[src/bmm_pkg.sv]
// Package for the bipartite matching block: shared widths, action codes and register addresses.
// No dependencies.
package bmm_pkg;
  localparam int unsigned CntW = 6;
  localparam int unsigned IdxW = 5;
  localparam logic [0:0] ActAdd = 1'b0;
  localparam logic [0:0] ActCompute = 1'b1;
  localparam logic [1:0] RegNumLeft = 2'd0;
  localparam logic [1:0] RegNumRight = 2'd1;
endpackage

[src/bmm_edge_mem.sv]
// Edge row memory for the matching block: one row of right-vertex bits per left vertex.
// Registered synchronous read; depends on nothing else.
module bmm_edge_mem #(
  parameter int unsigned Depth = 32,
  parameter int unsigned Width = 32
) (
  input  logic                     clk_i,
  input  logic                     we_i,
  input  logic [$clog2(Depth)-1:0] waddr_i,
  input  logic [Width-1:0]         wdata_i,
  input  logic [$clog2(Depth)-1:0] raddr_i,
  output logic [Width-1:0]         rdata_o
);
  logic [Width-1:0] mem_q [Depth];
  always_ff @(posedge clk_i) begin
    if (we_i) begin
      mem_q[waddr_i] <= wdata_i;
    end
    rdata_o <= mem_q[raddr_i];
  end
endmodule

[src/bipartite_max_matching.sv]
// Bipartite maximum matching by repeated breadth-first augmenting-path searches.
// Add-edge transfer: the row is read, then written back the next cycle; the next add waits for
// the write. Compute: one search per augmenting path plus a last failing one. Each search seeds
// the queue with the unmatched left vertices, reads the row of each dequeued left vertex and
// visits each right vertex reached, then flips the pairs on the path found; the result waits
// until it is taken. After it, and after reset, the edge rows are swept clear one per cycle.
module bipartite_max_matching #(
  parameter int unsigned MAX_LEFT  = 32,
  parameter int unsigned MAX_RIGHT = 32
) (
  input  logic                       clk_i,
  input  logic                       rst_ni,
  input  logic                       psel,
  input  logic                       penable,
  input  logic                       pwrite,
  input  logic [2:0]                 paddr,
  input  logic [31:0]                pwdata,
  output logic [31:0]                prdata,
  output logic                       pready,
  input  logic                       in_valid_i,
  output logic                       in_stall_o,
  input  logic                       action_i,
  input  logic [bmm_pkg::IdxW-1:0]   left_index_i,
  input  logic [bmm_pkg::IdxW-1:0]   right_index_i,
  output logic                       out_valid_o,
  input  logic                       out_stall_i,
  output logic [bmm_pkg::CntW-1:0]   matching_size_o
);
  localparam int unsigned LW = (MAX_LEFT > 1) ? $clog2(MAX_LEFT) : 1;
  localparam int unsigned RW = (MAX_RIGHT > 1) ? $clog2(MAX_RIGHT) : 1;
  localparam int unsigned LC = $clog2(MAX_LEFT + 1);
  localparam int unsigned RC = $clog2(MAX_RIGHT + 1);

  // Sequencer states. The input is only taken in StIdle; the result is offered in StOut.
  localparam logic [3:0] StClr   = 4'd0;
  localparam logic [3:0] StIdle  = 4'd1;
  localparam logic [3:0] StAddWr = 4'd2;
  localparam logic [3:0] StInit  = 4'd3;
  localparam logic [3:0] StPop   = 4'd4;
  localparam logic [3:0] StScan  = 4'd5;
  localparam logic [3:0] StVisit = 4'd6;
  localparam logic [3:0] StWalk  = 4'd7;
  localparam logic [3:0] StOut   = 4'd8;

  // Configuration registers, clamped for use below.
  logic [bmm_pkg::CntW-1:0] num_left_q, num_right_q;
  logic [LC-1:0] nl;
  logic [RC-1:0] nr;
  assign pready = 1'b1;
  always_ff @(posedge clk_i or negedge rst_ni) begin
    if (!rst_ni) begin
      num_left_q  <= 6'd32;
      num_right_q <= 6'd32;
    end else if (psel && penable && pwrite) begin
      if (paddr[2:2] == bmm_pkg::RegNumLeft[0:0] && paddr[1:0] == 2'd0) begin
        num_left_q <= pwdata[5:0];
      end else if (paddr[2:2] == bmm_pkg::RegNumRight[0:0] && paddr[1:0] == 2'd0) begin
        num_right_q <= pwdata[5:0];
      end
    end
  end
  always_comb begin
    prdata = '0;
    if (paddr[1:0] == 2'd0) begin
      if (paddr[2:2] == bmm_pkg::RegNumLeft[0:0]) prdata[5:0] = num_left_q;
      else prdata[5:0] = num_right_q;
    end
  end
  assign nl = (32'(num_left_q) > MAX_LEFT) ? LC'(MAX_LEFT) : LC'(num_left_q);
  assign nr = (32'(num_right_q) > MAX_RIGHT) ? RC'(MAX_RIGHT) : RC'(num_right_q);

  logic [MAX_RIGHT-1:0] rmask;
  always_comb begin
    for (int i = 0; i < MAX_RIGHT; i++) rmask[i] = (i < 32'(nr));
  end

  // Control and search state.
  logic [3:0]               st_q, st_d;
  logic [LW-1:0]            cnt_q, cnt_d;
  logic [MAX_LEFT-1:0]      lmatch_q, lmatch_d;
  logic [MAX_RIGHT-1:0]     rvalid_q, rvalid_d;
  logic [LC-1:0]            head_q, head_d, tail_q, tail_d;
  logic [MAX_RIGHT-1:0]     seen_q, seen_d;
  logic [MAX_RIGHT-1:0]     row_q, row_d;
  logic [LW-1:0]            cur_q, cur_d;
  logic [RW-1:0]            fr_q, fr_d;
  logic [bmm_pkg::CntW-1:0] size_q, size_d;
  logic [bmm_pkg::IdxW-1:0] li_q, ri_q;

  // Search scratch. Every entry is written in the current compute before it is read.
  logic [LW-1:0] rpart_q [MAX_RIGHT];
  logic [LW-1:0] sparent_q [MAX_RIGHT];
  logic [RW-1:0] lvia_q [MAX_LEFT];
  logic [LW-1:0] queue_q [MAX_LEFT];

  // Edge memory port.
  logic                 m_we;
  logic [LW-1:0]        m_waddr, m_raddr;
  logic [MAX_RIGHT-1:0] m_wdata, m_rdata;
  bmm_edge_mem #(.Depth(MAX_LEFT), .Width(MAX_RIGHT)) u_mem (
    .clk_i(clk_i), .we_i(m_we), .waddr_i(m_waddr), .wdata_i(m_wdata),
    .raddr_i(m_raddr), .rdata_o(m_rdata)
  );

  // Lowest set bit of the remaining row.
  logic          any_r;
  logic [RW-1:0] low_r;
  always_comb begin
    any_r = 1'b0;
    low_r = '0;
    for (int i = MAX_RIGHT - 1; i >= 0; i--) begin
      if (row_q[i]) begin
        any_r = 1'b1;
        low_r = RW'(i);
      end
    end
  end

  logic          q_we, sp_we, lv_we, rp_we;
  logic [LW-1:0] q_waddr, q_wdata;

  // During the path walk, pl is the left vertex that reached the current right vertex and
  // nxt_r the right vertex through which pl itself was reached.
  logic [LW-1:0] pl;
  logic [RW-1:0] nxt_r;
  assign pl    = sparent_q[fr_q];
  assign nxt_r = lvia_q[pl];

  assign in_stall_o      = (st_q != StIdle);
  assign out_valid_o     = (st_q == StOut);
  assign matching_size_o = size_q;

  always_comb begin
    st_d = st_q; cnt_d = cnt_q; lmatch_d = lmatch_q; rvalid_d = rvalid_q;
    head_d = head_q; tail_d = tail_q; seen_d = seen_q; row_d = row_q;
    cur_d = cur_q; fr_d = fr_q; size_d = size_q;
    m_we = 1'b0; m_waddr = cnt_q; m_wdata = '0; m_raddr = cur_q;
    q_we = 1'b0; q_waddr = tail_q[LW-1:0]; q_wdata = cnt_q;
    sp_we = 1'b0; lv_we = 1'b0; rp_we = 1'b0;
    case (st_q)
      StClr: begin
        m_we = 1'b1;
        cnt_d = cnt_q + 1'b1;
        if (32'(cnt_q) == MAX_LEFT - 1) begin
          cnt_d = '0;
          st_d = StIdle;
        end
      end
      StIdle: begin
        // The row of an add is read at the accepting edge and arrives in StAddWr.
        m_raddr = LW'(left_index_i);
        if (in_valid_i) begin
          if (action_i == bmm_pkg::ActAdd) begin
            st_d = StAddWr;
          end else begin
            lmatch_d = '0; rvalid_d = '0; size_d = '0;
            cnt_d = '0; tail_d = '0; head_d = '0; seen_d = '0;
            st_d = StInit;
          end
        end
      end
      StAddWr: begin
        // Edges outside the current counts are dropped.
        if (32'(li_q) < 32'(nl) && 32'(ri_q) < 32'(nr)) begin
          m_we = 1'b1;
          m_waddr = LW'(li_q);
          m_wdata = m_rdata | (MAX_RIGHT'(1) << ri_q);
        end
        st_d = StIdle;
      end
      StInit: begin
        // Queue every unmatched left vertex in use, one per cycle.
        if (32'(cnt_q) < 32'(nl) && !lmatch_q[cnt_q]) begin
          q_we = 1'b1;
          tail_d = tail_q + 1'b1;
        end
        cnt_d = cnt_q + 1'b1;
        if (32'(cnt_q) + 1 >= 32'(nl) || 32'(cnt_q) >= MAX_LEFT - 1) st_d = StPop;
      end
      StPop: begin
        // An empty queue means no augmenting path is left and the matching is maximum.
        if (head_q == tail_q) begin
          st_d = StOut;
        end else begin
          cur_d = queue_q[head_q[LW-1:0]];
          m_raddr = queue_q[head_q[LW-1:0]];
          head_d = head_q + 1'b1;
          st_d = StScan;
        end
      end
      StScan: begin
        row_d = m_rdata & rmask & ~seen_q;
        st_d = StVisit;
      end
      StVisit: begin
        // One right vertex of the row per cycle, lowest index first.
        if (!any_r) begin
          st_d = StPop;
        end else begin
          seen_d[low_r] = 1'b1;
          row_d[low_r] = 1'b0;
          sp_we = 1'b1;
          if (!rvalid_q[low_r]) begin
            fr_d = low_r;
            st_d = StWalk;
          end else if (32'(tail_q) < MAX_LEFT) begin
            lv_we = 1'b1;
            q_we = 1'b1;
            q_wdata = rpart_q[low_r];
            tail_d = tail_q + 1'b1;
          end
        end
      end
      StWalk: begin
        // Flip one pair of the path per cycle until the free left vertex is reached.
        rp_we = 1'b1;
        rvalid_d[fr_q] = 1'b1;
        lmatch_d[pl] = 1'b1;
        if (!lmatch_q[pl]) begin
          size_d = size_q + 1'b1;
          cnt_d = '0; tail_d = '0; head_d = '0; seen_d = '0;
          st_d = StInit;
        end else begin
          fr_d = nxt_r;
        end
      end
      StOut: begin
        if (!out_stall_i) begin
          cnt_d = '0;
          st_d = StClr;
        end
      end
      default: begin
        cnt_d = '0;
        st_d = StClr;
      end
    endcase
  end

  always_ff @(posedge clk_i) begin
    if (st_q == StIdle && in_valid_i) begin
      li_q <= left_index_i;
      ri_q <= right_index_i;
    end
    if (q_we) queue_q[q_waddr] <= q_wdata;
    if (sp_we) sparent_q[low_r] <= cur_q;
    if (lv_we) lvia_q[rpart_q[low_r]] <= low_r;
    if (rp_we) rpart_q[fr_q] <= pl;
  end

  always_ff @(posedge clk_i or negedge rst_ni) begin
    if (!rst_ni) begin
      st_q <= StClr; cnt_q <= '0; lmatch_q <= '0; rvalid_q <= '0;
      head_q <= '0; tail_q <= '0; seen_q <= '0; row_q <= '0;
      cur_q <= '0; fr_q <= '0; size_q <= '0;
    end else begin
      st_q <= st_d; cnt_q <= cnt_d; lmatch_q <= lmatch_d; rvalid_q <= rvalid_d;
      head_q <= head_d; tail_q <= tail_d; seen_q <= seen_d; row_q <= row_d;
      cur_q <= cur_d; fr_q <= fr_d; size_q <= size_d;
    end
  end
endmodule
[config.mk]
export PLATFORM = sky130hd
export DESIGN_NAME = bipartite_max_matching
export DESIGN_NICKNAME = d
export VERILOG_FILES = /design/src/bmm_pkg.sv /design/src/bmm_edge_mem.sv /design/src/bipartite_max_matching.sv
export SDC_FILE = /design/constraint.sdc
export NUM_CORES = 2
export LEC_CHECK = 0
export ABC_CLOCK_PERIOD_IN_PS = 8200
export BUFFER_PORTS_ARGS = -buffer_cell sky130_fd_sc_hd__buf_2
export CAP_MARGIN = 20
export CORE_AREA = 2 2 362 364
export CTS_CLUSTER_DIAMETER = 50
export DETAILED_ROUTE_END_ITERATION = 6
export DIE_AREA = 0 0 364 366
export PLACE_DENSITY = 0.76
export SLEW_MARGIN = 20
export SYNTH_ARGS = -nofsm -noshare
export SYNTH_HDL_FRONTEND = slang
export SYNTH_HIERARCHICAL = 1
export SYNTH_SLANG_ARGS = --single-unit
export TNS_END_PERCENT = 100
[constraint.sdc]
create_clock -name clk_i -period 8.2 [get_ports clk_i]
set_input_delay 0.41 -clock clk_i [delete_from_list [all_inputs] [get_ports clk_i]]
set_output_delay 0.41 -clock clk_i [all_outputs]
set_load 0.005 [all_outputs]
# Yosys cells after proc, flatten, opt, wreduce, memory -nomap -nowiden
# Memories as Yosys holds them, arrays and structs flattened. A register that Yosys moved wholly into a read port is not among the register bits.
# Cells that the tools add are included.
[classes] n_addsub=5 multipliers=0 div=0 magnitude_cmp=47 eq_ne=25 shift=1 n_mux=152 bitwise=12 n_reduce_logical=32
[ops] operator="$mux W5" count=47
[ops] operator="$mux W32" count=7
[ops] operator="$pmux W32 S2" count=3
[ops] operator="$or A32 B32 Y32" count=4
[ops] operator="$and A32 B32 Y32" count=3
[ops] operator="$lt A5 B6 Y1 const A" count=16
[ops] operator="$pmux W32 S3" count=1
[ops] operator="$mux W6" count=13
[ops] operator="$not A32 Y32" count=2
[ops] operator="$mux W1" count=58
[ops] operator="$lt A4 B6 Y1 const A" count=8
[ops] operator="$pmux W4 S9" count=1
[ops] operator="$mux W4" count=8
[ops] operator="$shl A1 B5 Y32 const A" count=1
[ops] operator="$pmux W5 S6" count=1
[ops] operator="$ne A2 B2 Y1 const B" count=13
[ops] operator="$lt A3 B6 Y1 const A" count=4
[ops] operator="$lt A5 B6 Y1 const B" count=4
[ops] operator="$pmux W6 S4" count=1
[ops] operator="$pmux W5 S2" count=2
[ops] operator="$add A6 B1 Y6 const B" count=3
[ops] operator="$lt A5 B6 Y1" count=3
[ops] operator="$pmux W6 S3" count=1
[ops] operator="$eq A4 B3 Y1 const B" count=4
[ops] operator="36 further kinds" count=66
[word_totals] ff_bits=187 latch_bits=0 ram_bits=1664 mem_bits_ro=0 inputBits=53 out_inout_bits=41 elab_cells=294 n_memories=5
[mem_list] memory="u_mem.mem_q" depth=32 word_bits=32 rd=1 rd_ports_with_merged_regs=1 wr=1 line="bmm_edge_mem.sv:14" text="logic [Width-1:0] mem_q [Depth];"
[mem_list] memory="lvia_q" depth=32 word_bits=5 rd=1 rd_ports_with_merged_regs=0 wr=1 line="bipartite_max_matching.sv:93" text="logic [RW-1:0] lvia_q [MAX_LEFT];"
[mem_list] memory="queue_q" depth=32 word_bits=5 rd=1 rd_ports_with_merged_regs=0 wr=1 line="bipartite_max_matching.sv:94" text="logic [LW-1:0] queue_q [MAX_LEFT];"
[mem_list] memory="rpart_q" depth=32 word_bits=5 rd=1 rd_ports_with_merged_regs=0 wr=1 line="bipartite_max_matching.sv:91" text="logic [LW-1:0] rpart_q [MAX_RIGHT];"
[mem_list] memory="sparent_q" depth=32 word_bits=5 rd=1 rd_ports_with_merged_regs=0 wr=1 line="bipartite_max_matching.sv:92" text="logic [LW-1:0] sparent_q [MAX_RIGHT];"

# Longest topological paths before layout
[logic_depth] ltp_word=40 mapped_depth=19 ltp_nobuf=14

# Hierarchy
# Netlist, hierarchy kept.
[by_module_without_submodules] module="bmm_edge_mem" n_inst=1 cells_per_inst=2260 area_per_inst_um2=40485.1 seq_area_each_um2=31390.1
[by_module_without_submodules] module="bipartite_max_matching" n_inst=1 cells_per_inst=2605 area_per_inst_um2=36571.3 seq_area_each_um2=23950.5

# Worst setup path after synthesis
# Ideal clock, no wire load.
[synth_path] path_type="register to register" from="register num_right_q[5] in the netlist's numbering" to="memory u_mem.mem_q[12][0], enable pin" t_arrival_ps=4420 required_ps=7779 path_slack_ps=3358 stages_incl_launch_ff=15 path_buffers=3 path_cell_list="dfstp_2 -> clkbuf_1 -> nand2b_1 -> ha_1 -> a21oi_1 -> nor2b_1 -> o21ai_0 -> nand2b_1 -> a21oi_1 -> o221ai_1 -> clkbuf_1 -> mux2_2 -> or3b_2 -> clkbuf_1 -> nor2_1"
[synth_via] word_cells_on_any_way=10 cone_classes="order compare (2); mux (7); reduce/logical (1)"
[synth_lines] item="from (decl)" line="bipartite_max_matching.sv:46" text="logic [bmm_pkg::CntW-1:0] num_left_q, num_right_q;"
[synth_lines] item="from (signal assigned)" line="bipartite_max_matching.sv:58" text="num_right_q <= pwdata[5:0];"
[synth_lines] item="$gt A6 B6 Y1" line="bipartite_max_matching.sv:70" text="assign nr = (32'(num_right_q) > MAX_RIGHT) ? RC'(MAX_RIGHT) : RC'(num_right_q);"
[synth_lines] item="$mux W6 *" line="bipartite_max_matching.sv:70"
[synth_lines] item="$lt A5 B6 Y1 *" line="bipartite_max_matching.sv:164" text="if (32'(li_q) < 32'(nl) && 32'(ri_q) < 32'(nr)) begin"
[synth_lines] item="$logic_and A1 B1 Y1 *" line="bipartite_max_matching.sv:164"
[synth_lines] item="$mux W5 *" line="bipartite_max_matching.sv:164"
[synth_lines] item="$mux W5 *" line="bipartite_max_matching.sv:140" text="case (st_q)"
[synth_lines] item="via m_waddr[1]" line="bipartite_max_matching.sv:98" text="logic [LW-1:0] m_waddr, m_raddr;"
[synth_lines] item="to (decl)" line="bmm_edge_mem.sv:14"
# Mark *: on every way through the listed nets, which the timed path passes. The rest lies on a longest branch.

# Worst setup path after layout
[layout_path] from="register fr_q[1]" to="register head_q[3]"
[layout_via] elab_chain_len=5
[layout_lines] item="from (decl)" line="bipartite_max_matching.sv:86" text="logic [RW-1:0] fr_q, fr_d;"
[layout_lines] item="from (signal assigned)" line="bipartite_max_matching.sv:259" text="cur_q <= cur_d; fr_q <= fr_d; size_q <= size_d;"
[layout_lines] item="$mem_v2 Z32 W5"
[layout_lines] item="via pl[3]" line="bipartite_max_matching.sv:124" text="logic [LW-1:0] pl;"
[layout_lines] item="$bmux W1 S5" line="bipartite_max_matching.sv:219" text="if (!lmatch_q[pl]) begin"
[layout_lines] item="$mux W1 (implied by the code)" line="bipartite_max_matching.sv:219"
[layout_lines] item="$ne A2 B2 Y1 (no line)"
[layout_lines] item="$reduce_and A5 Y1 (no line)"
[layout_lines] item="to (signal assigned)" line="bipartite_max_matching.sv:254" text="head_q <= '0; tail_q <= '0; seen_q <= '0; row_q <= '0;"
[layout_lines] item="to (signal assigned)" line="bipartite_max_matching.sv:258" text="head_q <= head_d; tail_q <= tail_d; seen_q <= seen_d; row_q <= row_d;"
[layout_lines] item="to (decl)" line="bipartite_max_matching.sv:82" text="logic [LC-1:0] head_q, head_d, tail_q, tail_d;"
# The timed path passes the listed nets, and every way through them passes these cells. The select of a mux whose other input is x is not followed.
# A chain may end at the register's enable or synchronous reset.

==> flow_metrics.env <==
export IMPL_rsz0062_at_grt="no"
export IMPL_path_clk_slew_ns=0.06
export IMPL_crit_chain="buf_4 -> mux2i_1 -> o22ai_1 -> nor4_1 -> and2_1 -> clkinv_2 -> nor3_2 -> a21bo_2 -> o21a_1 -> a31oi_4 -> buf_4 -> nand2_2 -> or3_1 -> a21oi_1"
export IMPL_slew_violations=0
export IMPL_io_pins=94
export IMPL_crit_type="register to register"
export IMPL_synth_area_leaders="edfxtp_1 (65%), mux2i_1 (8.9%), dfrtp_1 (5.7%)"
export IMPL_p_seq_share_pct=36.0
export IMPL_status="finished with violations"
export IMPL_r2r_setup_slack_ns=2.02
export IMPL_setup_viol=0
export IMPL_finalNetCount=5047
export IMPL_grt_max_degree=129
export IMPL_avgSynthCellArea_um2=15.8
export IMPL_critPathLaunchType="register"
export IMPL_cp_slowest_cell="dfrtp_4"
export IMPL_die_area_mm2=0.133
export IMPL_ys_ff_latch=1883
export IMPL_routed_wirelength_mm=188
export IMPL_crit_top_cell="buf_4"
export IMPL_clock_skew_ns=0.0334
export IMPL_cts_buffers=183
export IMPL_tritoncts="built"
export IMPL_timing_rr_end="head_q[3]$_DFFE_PN0P_"
export IMPL_internal_power_uw=21500
export IMPL_max_freq_mhz=162
export IMPL_first_global_vias=43200
export IMPL_crit_fanout=49
export IMPL_wl_per_cell_um=27.3
export IMPL_syn2layout_area_growth_pct=11.1
export IMPL_worst_r2r_path_depth=14
export IMPL_htreeDepth=4
export IMPL_netlist_instances=4865
export IMPL_grt_overflow_total=0
export IMPL_reg2reg_from="fr_q[1]$_DFFE_PN0P_"
export IMPL_worstMarginPinSlew_ns=1.11
export IMPL_cts_repair_resized=0
export IMPL_drtIter0Drc=6468
export IMPL_worstPathRequired_ns=8.92
export IMPL_synthArstFlopShare_pct=9.40
export IMPL_vias_per_cell=6.48
export IMPL_leakagePower_uw=0.0312
export IMPL_antenna_left=0
export IMPL_fin_tns_setup_ns=0
export IMPL_die_x_um=364
export IMPL_combinationalPowerShare_pct=39.9
export IMPL_cp_end_kind="register"
export IMPL_ys_flop_type="edfxtp_1"
export IMPL_synthDistinctLibCells=90
export IMPL_synth_edf_count=1674
export IMPL_crit_start="fr_q[1]$_DFFE_PN0P_"
export IMPL_peakVddDrop_mv=0.494
export IMPL_synth_seq_area_share_pct=71.8
export IMPL_vias=44500
export IMPL_p_clk_share_pct=24.1
export IMPL_initial_core_util_pct=59.7
export IMPL_die_h_um=366
export IMPL_yosysWarnings=6
export IMPL_netlist_area_leader_share_pct=65.2
export IMPL_cp_arrival_ns=6.90
export IMPL_cts_max_path_buffers=3
export IMPL_grt_use_met3_pct=5.30
export IMPL_drc=5
export IMPL_fin_cells=6865
export IMPL_swShare_pct=38.2
export IMPL_cp_endpoint="head_q[3]$_DFFE_PN0P_"
export IMPL_grtUsageMet1_pct=40.1
export IMPL_ys_top_cells_by_count="edfxtp_1 (1674), mux2i_1 (687), nor2_1 (352)"
export IMPL_final_layout_size_suffix_gt1_share_pct=13.4
export IMPL_coreArea_mm2=0.129
export IMPL_antenna_found_initial=5
export IMPL_final_period_utilization_pct=75.4
export IMPL_switchingPower_uw=13300
export IMPL_yosysMostFrequentCell="edfxtp_1"
export IMPL_dp_cells=6504
export IMPL_gp_congestion=0.936
export IMPL_holdWs_ns=0.0877
export IMPL_cts_num_sinks=1883
export IMPL_grt_pass1_wl_mm=276
export IMPL_global_route_usage_total_pct=28.1
export IMPL_violations="design-rule violations"
export IMPL_clkLatencyLatePin_ns=0.82
export IMPL_slew_headroom_pct=25.4
export IMPL_fin_crit_ns=6.18
export IMPL_maxCapViolCount=0
export IMPL_grt_busiest_layer="met2"
export IMPL_finalHoldViolCount=0
export IMPL_fillerInstances=8488
export IMPL_power_density_mw_per_mm2=407
export IMPL_syn_area_mm2=0.0771
export IMPL_yosys_area_top_type="edfxtp_1"
export IMPL_use_met2_pct=43.6
export IMPL_dp_hpwl_mm=107
export IMPL_hold_class="input pin to register"
export IMPL_drt_pass1_iterations=7
export IMPL_cp_slowest_stage_delay_ns=0.97
export IMPL_portBuffers=40
export IMPL_cts_root_buf="clkbuf_16"
export IMPL_cts_setup_buffers=0
export IMPL_rows=132
metrics by stage:
stage	instance area, um2	utilization, %	worst slack [ns]	total power, uW
2_1_floorplan	77200	-	3.36	22200
3_3_place_gp	79300	61.5	2.35	26000
3_5_place_dp	79300	61.5	2.14	26300
4_1_cts	85500	66.3	2.12	34700
5_1_grt	85600	66.4	1.71	36200
6_report	85600	66.4	2.02	34800
worst min-delay path by stage:
stage                           startpoint                     to  cells after the start
floorplan                           rst_ni   cnt_q[0]$_DFFE_PN0P_                      0
global placement    seen_q[31]$_DFFE_PN0P_  row_q[31]$_DFFE_PN0P_                      1
detailed placement  seen_q[31]$_DFFE_PN0P_  row_q[31]$_DFFE_PN0P_                      1
CTS                            out_stall_i    st_q[3]$_DFFE_PN0P_                      4
global route                   out_stall_i    st_q[3]$_DFFE_PN0P_                      4
finish                         out_stall_i    st_q[3]$_DFFE_PN0P_                      4
cells in the final DEF, fill, tap and decap left out, types with 27 or more instances in the layout:
cell	count
edfxtp_1	1674
mux2i_1	687
nor2_1	309
nand2_1	241
a21oi_1	217
clkbuf_16	188
dfrtp_1	170
nand3_1	137
a22oi_1	136
buf_4	113
o21ai_0	107
mux4_2	98
a31oi_1	73
a22o_1	66
nor3_1	56
o22ai_1	45
mux2_2	45
nor2_4	41
buf_2	40
clkbuf_1	38
a21o_1	37
clkinv_1	34
dfxtp_1	32
ha_1	27
conb_1	27
routing by layer:
layer | routed length (um) | up-vias
met4 | 6570 | 2
li1 | - | 19200
met5 | 16 | -
met3 | 19500 | 427
met2 | 87800 | 2463
met1 | 73700 | 22500
worst max-delay path: cells and delay by family (launching register included):
family | cells | cell delay, ns
and+or+nand+nor | 5 | 2.22
buffers and inverters | 3 | 1.63
DFF | 1 | 0.97
AOI/OAI and AO/OA | 5 | 0.92
muxes | 1 | 0.28
repair_timing:
item / CTS / global route
endpoints found under the hold margin: 121 / 0
hold buffers: 17 / 0
endpoints found under the setup margin: 0 / 0
flip-flops by register name, summed over array words and instances, names as in the netlist:
signal           count
u_mem/mem_q       1024
matching_size_o      6
rvalid_q            32
sparent_q          160
u_mem/rdata_o       32
lvia_q             160
seen_q              32
head_q               6
li_q                 5
row_q               32
fr_q                 5
ri_q                 5
lmatch_q            32
num_right_q          6
rpart_q            160
cur_q                5
num_left_q           6
st_q                 4
queue_q            160
cnt_q                5
tail_q               6
power groups by stage:
stage	Combinational, uW	Sequential (uW)	Clock (uW)
4_1_cts	13700	12500	8480
6_report	13900	12500	8400
2_1_floorplan	9920	12300	0
3_3_place_gp	13400	12700	0
3_5_place_dp	13600	12700	0
5_1_grt	14700	12600	8860
cells by family (layout without fill, tap and decap cells):
group / after synthesis / count (layout) / share of synthesized area (%)
mux: 834 / 834 / 12.5
other cells: 2 / 29 / 0.00975
buf+inv: 315 / 546 / 2.21
compound gates: 768 / 768 / 6.44
flops: 1883 / 1883 / 71.8
fa+ha+maj: 27 / 27 / 0.438
simple gates: 1021 / 1021 / 6.41
xor+xnor: 15 / 15 / 0.170
layout make-up:
type,count,area (um2),area share (%)
tap,1742,2180,2.55
clock inverter,103,1040,1.22
multi-input combinational,2692,20500,24.0
sequential,1883,55300,64.6
inverter,26,100,0.117
antenna,2,5.00,0.00584
timing repair buffer,181,1450,1.69
clock buffer,236,4980,5.82
No activity file was read; power rests on OpenSTA's default activity.
